==> src/rtl/core/segi_pkg.sv <==
// ----------------------------------------------------------------------------
// segi_pkg
// Shared types for the segment intersection block: the payload structs of the
// request and response channels and the back-end sequencer states.
// ----------------------------------------------------------------------------
package segi_pkg;

   typedef struct packed {
      logic signed [15:0] first_start_x;
      logic signed [15:0] first_start_y;
      logic signed [15:0] first_end_x;
      logic signed [15:0] first_end_y;
      logic signed [15:0] second_start_x;
      logic signed [15:0] second_start_y;
      logic signed [15:0] second_end_x;
      logic signed [15:0] second_end_y;
   } req_data_type;

   typedef struct packed {
      logic signed [31:0] point_x;
      logic signed [31:0] point_y;
      logic               is_empty;
      logic               last_point;
   } rsp_data_type;

   typedef enum logic [2:0] {
      BK_IDLE,
      BK_EMIT,
      BK_MUL,
      BK_NUM,
      BK_DIVS,
      BK_DIV
   } bk_state_type;

endpackage

==> src/rtl/core/segi_fifo.sv <==
// ----------------------------------------------------------------------------
// segi_fifo
// Four-entry queue of classified transactions between front and back end.
// ----------------------------------------------------------------------------
module segi_fifo import segi_pkg::*; #(
   parameter int WIDTH = 8
) (
   input  logic             clock,
   input  logic             reset,
   input  logic             push,
   input  logic [WIDTH-1:0] push_data,
   output logic             full,
   input  logic             pop,
   output logic             head_valid,
   output logic [WIDTH-1:0] head_data
);

   logic [WIDTH-1:0] mem_ff [4];
   logic [1:0]       wr_ptr_ff, wr_ptr_in;
   logic [1:0]       rd_ptr_ff, rd_ptr_in;
   logic [2:0]       count_ff, count_in;

   assign full       = (count_ff == 3'd4);
   assign head_valid = (count_ff != 3'd0);
   assign head_data  = mem_ff[rd_ptr_ff];

   always_comb begin
      wr_ptr_in = push ? wr_ptr_ff + 2'd1 : wr_ptr_ff;
      rd_ptr_in = pop ? rd_ptr_ff + 2'd1 : rd_ptr_ff;
      count_in  = count_ff + {2'b00, push} - {2'b00, pop};
   end

   always_ff @(posedge clock) begin
      if (reset) begin
         wr_ptr_ff <= '0;
         rd_ptr_ff <= '0;
         count_ff  <= '0;
      end else begin
         wr_ptr_ff <= wr_ptr_in;
         rd_ptr_ff <= rd_ptr_in;
         count_ff  <= count_in;
      end
   end

   always_ff @(posedge clock) begin
      if (push) begin
         mem_ff[wr_ptr_ff] <= push_data;
      end
   end

endmodule

==> config.mk <==
export PLATFORM = sky130hd
export DESIGN_NAME = segi_fifo
export DESIGN_NICKNAME = d
export VERILOG_FILES = /design/src/rtl/core/segi_pkg.sv /design/src/rtl/core/segi_fifo.sv
export SDC_FILE = /design/constraint.sdc
export NUM_CORES = 1
export LEC_CHECK = 0
export BUFFER_PORTS_ARGS = -buffer_cell sky130_fd_sc_hd__clkbuf_2
export CAP_MARGIN = 20
export CORE_UTILIZATION = 59
export DETAILED_ROUTE_END_ITERATION = 8
export PLACE_DENSITY = 0.94
export SKIP_CTS_REPAIR_TIMING = 1
export SYNTH_ARGS = -nofsm -noshare
export SYNTH_HDL_FRONTEND = slang
export SYNTH_SLANG_ARGS = --single-unit
==> constraint.sdc <==
create_clock -name clock -period 3.1 [get_ports clock]
set_input_delay 0.31 -clock clock [delete_from_list [all_inputs] [get_ports clock]]
set_output_delay 0.31 -clock clock [all_outputs]
set_load 0.01 [all_outputs]
# Word-level counts from Yosys, hierarchy flattened
# Memories as Yosys holds them, arrays and structs flattened. A register that Yosys moved wholly into a read port is not among the register bits.
# Index checks and enable logic that the tools add are counted.
# classes
n_addsub	4
eq_ne	1
n_mux	4
n_reduce_logical	1
# op_table
operator	count
2-bit by 1-bit adder with 2-bit output (second input constant)	2
2-bit 2-to-1 mux	2
3-bit by 1-bit adder with 3-bit output	1
3-bit equality test (second input constant)	1
3-bit nonzero test	1
3-bit by 1-bit subtractor with 3-bit output	1
1-bit 2-to-1 mux	2
# word_totals
reg_bits	7
mem_bits_rw	32
input_bits	12
output_inout_bits	10
wordCells	14
mem_count	1
# memory_table
name	words	width	rd	rd_ports_with_merged_regs	wr	line_no	source
mem_ff	4	8	1	1	1	segi_fifo.sv:18	logic [WIDTH-1:0] mem_ff [4];

# Logic depth before layout (Yosys ltp)
# Gate-level depths: netlist (run 1).
# depth
ltp_word	3
mapped_depth	7
mapped_depth_nobuf	7

# Worst setup path before layout (run 1)
# OpenSTA, ideal clock, no wires.
# synth_path
path_type	reg-to-reg
from	register count_ff[0]
to	register count_ff[2]
arrival_time_ps	1544
t_required_ps	2990
path_slack_ps	1446
stages_incl_launch_ff	8
path_buffers	0
synth_period_minus_slack_ps	1654
path_cell_list	dfxtp_1 inv_1 ha_1 inv_1 ha_1 fa_1 xor3_1 nor2_1
# synth_via
elab_chain_cells	2
# synth_rtl
item	line_no	source
from (decl)	segi_fifo.sv:21	logic [2:0] count_ff, count_in;
from (signal assigned)	segi_fifo.sv:41	count_ff <= count_in;
3-bit by 1-bit adder with 3-bit output	segi_fifo.sv:30	count_in = count_ff + {2'b00, push} - {2'b00, pop};
3-bit by 1-bit subtractor with 3-bit output	segi_fifo.sv:30	
# Every way passes these cells.
# A chain may end at the register's enable or synchronous reset.

==> impl_metrics.env, run 1 <==
export IMPL_status="finished, final reports clean"
export IMPL_crit_path_end_kind="output pin"
export IMPL_fin_crit_sh_pct=66.6
export IMPL_routed_wl_um=2400
export IMPL_period_needed_ns=2.06
export IMPL_synth_edff_count=32
export IMPL_seq_area_frac_synth_pct=71.4
export IMPL_grt_pass1_vias=745
export IMPL_syn_area_per_cell_um2=19.0
export IMPL_fin_ws_ns=1.04
export IMPL_r2r_slack_ns=1.35
export IMPL_cp_slowest_cell="dfxtp_1"
export IMPL_dieWidth_um=54.0
export IMPL_synth_main_ff_cell="edfxtp_1"
export IMPL_die_h_um=54.0
export IMPL_worst_path_largest_cell_delay_ns=0.67
export IMPL_grt_usage_pct=20.4
export IMPL_utilization_pct=71.9
export IMPL_r2r_end="count_ff[2]"
export IMPL_dp_cells=133
export IMPL_rsz0062_at_grt="no"
export IMPL_rr_startpoint="count_ff[0]"
export IMPL_critPathBufInv=1
export IMPL_switchingPower_mw=0.269
export IMPL_synth_cell_types=19
export IMPL_layout_drive_gt1_share_pct=34.2
export IMPL_drc=0
export IMPL_yosysWarnings=0
export IMPL_share_seq_of_total_power_pct=55.7
export IMPL_p_comb_share_pct=13.6
export IMPL_finalHoldViolations=0
export IMPL_worstSetupPathType="reg2out"
export IMPL_syn_nets=103
export IMPL_finalMaxSlewViolations=0
export IMPL_min_delay_start="push_data[3]"
export IMPL_dp_hpwl_um=1710
export IMPL_grt_ovfl_total=0
export IMPL_postSynth_asyncResetShare_pct=0
export IMPL_synthCells=84
export IMPL_syn_to_final_growth_pct=13.5
export IMPL_grt_max_degree=14
export IMPL_clk_pin_slew_worst_paths_ns=0.12
export IMPL_finalClockSkew_ns=0.00336
export IMPL_n_fill_cell=169
export IMPL_path_max_fanout=8
export IMPL_clockPowerShare_pct=30.8
export IMPL_fin_cells=141
export IMPL_core_mm2=0.00252
export IMPL_worstHoldPathCells=1
export IMPL_ioPinCount=22
export IMPL_fmax_mhz=485
export IMPL_peakVddDrop_v=0.000699
export IMPL_fin_tns_setup_ns=0
export IMPL_hp_class="in2reg"
export IMPL_relSlewSlack_pct=65.3
export IMPL_hold_end="mem_ff[0][3]"
export IMPL_timing_hold_ws_ns=0.172
export IMPL_arrival_ns=1.75
export IMPL_r2r_cells=7
export IMPL_p_total_mw=1.18
export IMPL_clock_sinks=41
export IMPL_port_buffers=21
export IMPL_internal_power_mw=0.912
export IMPL_nNetsFinal=129
export IMPL_ant_nets=0
export IMPL_syn_area_mm2=0.00160
export IMPL_worst_pin_slew_ns=0.520
export IMPL_crit_family="flip-flops"
export IMPL_crit_chain="mux4_2 > clkbuf_2"
export IMPL_p_leak_nw=0.678
export IMPL_routabilityCongestion=0.657
export IMPL_max_cap_violations=0
export IMPL_synth_top_area_share_pct=60.1
export IMPL_cts_tree="yes"
export IMPL_rows=18
export IMPL_place_ws_ns=1.27
export IMPL_initial_core_util_pct=63.3
export IMPL_fin_area_mm2=0.00181
export IMPL_dr_first_iter_drc_count=17
export IMPL_dieArea_mm2=0.00292
export IMPL_grt_first_pass_wirelength_um=3620
export IMPL_placed_area_mm2=0.00172
export IMPL_finalSetupViolCount=0
export IMPL_cts_made_buffers=5
export IMPL_worstPathRequired_ns=2.79
export IMPL_htreeDepth=2
export IMPL_avgRoutedWirePerCell_um=17.0
export IMPL_diodes=0
export IMPL_synth_area_top_cells="edfxtp_1 (60%), dfxtp_1 (11%), mux4_2 (11%)"
export IMPL_cts_buffer_depth=2
export IMPL_cts_root_buf="clkbuf_4"
export IMPL_start_kind="flop"
export IMPL_yosysTopAreaCell="edfxtp_1"
export IMPL_ys_ff_latch=41
export IMPL_swShare_pct=22.8
export IMPL_antenna_found_initial=0
export IMPL_powerDensity_mw_per_mm2=652
export IMPL_via_per_inst=5.45
export IMPL_drt_pass1_iter_count=4
export IMPL_vias=769
export IMPL_clock_latency_ns=0.35
==> kinds of logic (layout without fill, tap and decap cells) <==
logic type,after synthesis,after routing,share of synthesized area (%)
compound gates,2,2,0.939
xor+xnor,3,3,2.58
fa+ha+maj,7,7,5.95
buf+inv,8,35,2.43
flops,41,41,71.4
mux,9,9,11.9
simple gates,14,14,4.78
==> registers in the layout, indices dropped and copies added (netlist names), named ones only <==
name	count
wr_ptr_ff	2
count_ff	3
mem_ff	32
rd_ptr_ff	2
==> cells in the final DEF (no fill, tap or decap) <==
master / n
mux4_2: 8
nor2b_1: 2
clkbuf_2: 21
clkinvlp_4: 1
clkbuf_4: 5
nand3b_1: 1
edfxtp_1: 32
and2_1: 4
a21oi_1: 1
ha_1: 6
inv_1: 6
xor3_1: 1
nor2_1: 5
xnor2_1: 2
fa_1: 1
and3_1: 1
dfxtp_1: 9
a21bo_2: 1
bufinv_16: 1
or3_1: 1
mux2i_1: 1
clkbuf_8: 1
==> synth_stat cells (2+ instances only) <==
| master | n |
|---|---|
| nor2_1 | 5 |
| inv_1 | 6 |
| edfxtp_1 | 32 |
| xnor2_1 | 2 |
| mux4_2 | 8 |
| dfxtp_1 | 9 |
| nor2b_1 | 2 |
| and2_1 | 4 |
| ha_1 | 6 |
==> area by class of cell <==
class | instances | area, µm² | area share, %
Timing Repair Buffer | 21 | 105 | 5.80
Inverter | 6 | 22.5 | 1.24
Sequential cell | 41 | 1140 | 62.9
Clock inverter | 2 | 37.5 | 2.07
Tap cell | 30 | 37.5 | 2.07
Clock buffer | 6 | 51.3 | 2.83
Multi-Input combinational cell | 35 | 418 | 23.1
==> metal layers <==
layer  track usage [%]  vias to the layer above  wire length [µm]
li1                  -                      366                 -
met1              22.7                      371               965
met2              31.5                       26              1190
met3              9.89                        6               159
met4              12.4                        0                85
met5                 0                        -                 0
==> worst max path at each step <==
stage,from,end,slack (ns),cells after the start
6_report,flop,head_data[4],1.04,2
5_1_grt,flop,head_data[4],0.91,2
4_1_cts,flop,head_data[4],0.98,2
3_5_place_dp,pop,count_ff[2],1.27,7
3_3_place_gp,pop,count_ff[2],1.33,7
2_1_floorplan,count_ff[0],count_ff[2],1.45,7
==> power by group through the flow <==
stage	sequential [mW]	combinational, mW	clock [mW]
global placement	0.666	0.155	0
finish	0.657	0.160	0.364
detailed placement	0.671	0.162	0
floorplan	0.656	0.119	0
CTS	0.658	0.163	0.369
global route	0.663	0.179	0.394
==> worst reg2reg max path: stages (launching register included) <==
cell,delay [ns]
dfxtp_1,0.34
inv_1,0.05
ha_1,0.26
inv_1,0.04
ha_1,0.18
fa_1,0.36
xor3_1,0.38
nor2_1,0.04
Note: power is estimated with default switching activity, not from simulation.
==> run 2: changes to the inputs <==
CORE_UTILIZATION = 50   (was 59)
PLACE_DENSITY = 0.86   (was 0.94)
clock period = 1.7 ns   (was 3.1 ns; I/O delays follow)
==> run 2 against run 1 <==
Setup slack worse by 1.0 ns. Critical endpoint unchanged. Critical path type unchanged. Clock-buffer cell count is 2 higher. Largest power group unchanged. Largest cell class unchanged. Worst hold slack worse by 0.14 ns. Die area is 17% higher. Sequential cell count stayed put. Wire length is 4.9% lower. Clock power is 63% higher.
==> impl_metrics.env, run 2 (same netlist as run 1, synthesis figures left out) <==
export IMPL_avgRoutedWirePerCell_um=14.5
export IMPL_grt_ovfl_total=0
export IMPL_top_regs="mem_ff: 32 flops, count_ff: 3 flops"
export IMPL_dr_first_iter_drc_count=14
export IMPL_drc=0
export IMPL_hp_class="in2reg"
export IMPL_cts_made_buffers=5
export IMPL_final_common_cell="edfxtp_1"
export IMPL_status="finished, final reports clean"
export IMPL_finalClockSkew_ns=0.00300
export IMPL_cts_buffer_depth=2
export IMPL_max_cap_violations=0
export IMPL_seqCellArea_mm2=0.00114
export IMPL_finalSetupViolCount=0
export IMPL_grt_max_degree=13
export IMPL_path_max_fanout=8
export IMPL_peakVddDrop_v=0.000575
export IMPL_diodes=0
export IMPL_crit_path_end_kind="output pin"
export IMPL_largest_register="mem_ff"
export IMPL_ioPinCount=22
export IMPL_port_buffers=21
export IMPL_cts_tree="yes"
export IMPL_fin_cells=157
export IMPL_worst_path_largest_cell_delay_ns=0.50
export IMPL_finalHoldViolations=0
export IMPL_cts_root_buf="clkbuf_4"
export IMPL_htreeDepth=2
export IMPL_multi_input_area_um2=418
export IMPL_largest_reg_flops=32
export IMPL_grt_first_pass_wirelength_um=3730
export IMPL_clk_pin_slew_worst_paths_ns=0.11
export IMPL_period_needed_ns=1.66
export IMPL_initial_core_util_pct=52.3
export IMPL_dp_hpwl_um=1590
export IMPL_powerDensity_mw_per_mm2=1130
export IMPL_n_fill_cell=246
export IMPL_grt_pass1_vias=805
export IMPL_routabilityCongestion=0.643
export IMPL_finalMaxSlewViolations=0
export IMPL_p_leak_nw=0.693
export IMPL_routed_wl_um=2280
export IMPL_rows=20
export IMPL_dieArea_mm2=0.00343
export IMPL_vias=771
export IMPL_relSlewSlack_pct=70.3
export IMPL_crit_chain="buf_12 > mux4_2 > clkbuf_2"
export IMPL_die_h_um=58.5
export IMPL_core_mm2=0.00305
export IMPL_clock_sinks=41
export IMPL_drt_pass1_iter_count=4
export IMPL_cp_slowest_cell="mux4_2"
export IMPL_dieWidth_um=58.5
export IMPL_fin_crit_sh_pct=97.6
export IMPL_clock_latency_ns=0.35
export IMPL_arrival_ns=1.49
export IMPL_layout_drive_gt1_share_pct=36.3
export IMPL_worstPathRequired_ns=1.53
export IMPL_dp_cells=149
export IMPL_worst_pin_slew_ns=0.446
export IMPL_timing_hold_ws_ns=0.0360
export IMPL_antenna_found_initial=0
export IMPL_ant_nets=0
export IMPL_start_kind="flop"
export IMPL_nNetsFinal=131
export IMPL_most_common_layout_cells="edfxtp_1 (32), clkbuf_2 (21), mux4_2 (8), dfxtp_1 (7)"
export IMPL_worstSetupPathType="reg2out"
export IMPL_syn_to_final_growth_pct=15.9
export IMPL_via_per_inst=4.91
export IMPL_rsz0062_at_grt="yes"
export IMPL_grt_usage_pct=16.2
export IMPL_fmax_mhz=603
export IMPL_fin_tns_setup_ns=0
==> run 2: changes by cell type in the layout (fill, tap and decap cells not counted), sizes merged <==
cell | previous run | this run
clkbuf | 27 | 29
clkinvlp | 1 | 0
bufinv | 1 | 0
buf | 0 | 2
==> run 2: worst paths after layout <==
kind / start / end / slack [ns] / depth (start not counted)
worst min register to register: rd_ptr_ff[0] / rd_ptr_ff[1] / 0.56 / 2
worst max register to register: count_ff[0] / count_ff[2] / 0.12 / 7
worst max-delay path: flop / head_data[4] / 0.04 / 3
worst min-delay path: push_data[3] / mem_ff[1][3] / 0.04 / 1
==> run 2: final cells by class <==
type                       count  area share, %
tap                           44           2.97
multi-input combinational     35           22.6
timing repair buffer          23           7.16
inverter                       6           1.22
clock buffer                   8           4.32
sequential                    41           61.8
==> run 2: routing by layer <==
layer | part of all wire (%) | vias to the layer above | GRT usage [%] | wire (µm)
li1 | - | 365 | - | -
met1 | 42 | 370 | 19.2 | 968
met2 | 49 | 30 | 24.6 | 1110
met3 | 6.8 | 6 | 8.57 | 155
met4 | 2.0 | 0 | 7.14 | 46
met5 | 0 | - | 0 | 0
==> run 2: metrics by stage <==
stage | cell area, µm² | power, mW | setup slack, ns | utilization (%)
after global placement | 1760 | 1.50 | 0.0176 | 57.5
after global routing | 1850 | 2.19 | -0.0323 | 60.7
after CTS | 1840 | 2.11 | -0.0963 | 60.2
after detailed placement | 1760 | 1.53 | -0.0757 | 57.5
after floorplan | 1600 | 1.41 | 0.0457 | -
final | 1850 | 2.10 | 0.0403 | 60.7
==> run 2: critical path: cells and delay by family, from the launching register on <==
| kind | cells | cell delay (ns) |
|---|---|---|
| multiplexers | 1 | 0.50 |
| flip-flops | 1 | 0.36 |
| buffers and inverters | 2 | 0.28 |
==> run 2: power breakdown <==
part           total [mW]  switching (mW)  internal, mW
Sequential           1.19          0.0367          1.15
Clock               0.592           0.300         0.292
Combinational       0.315           0.141         0.174
Total                2.10           0.478          1.62
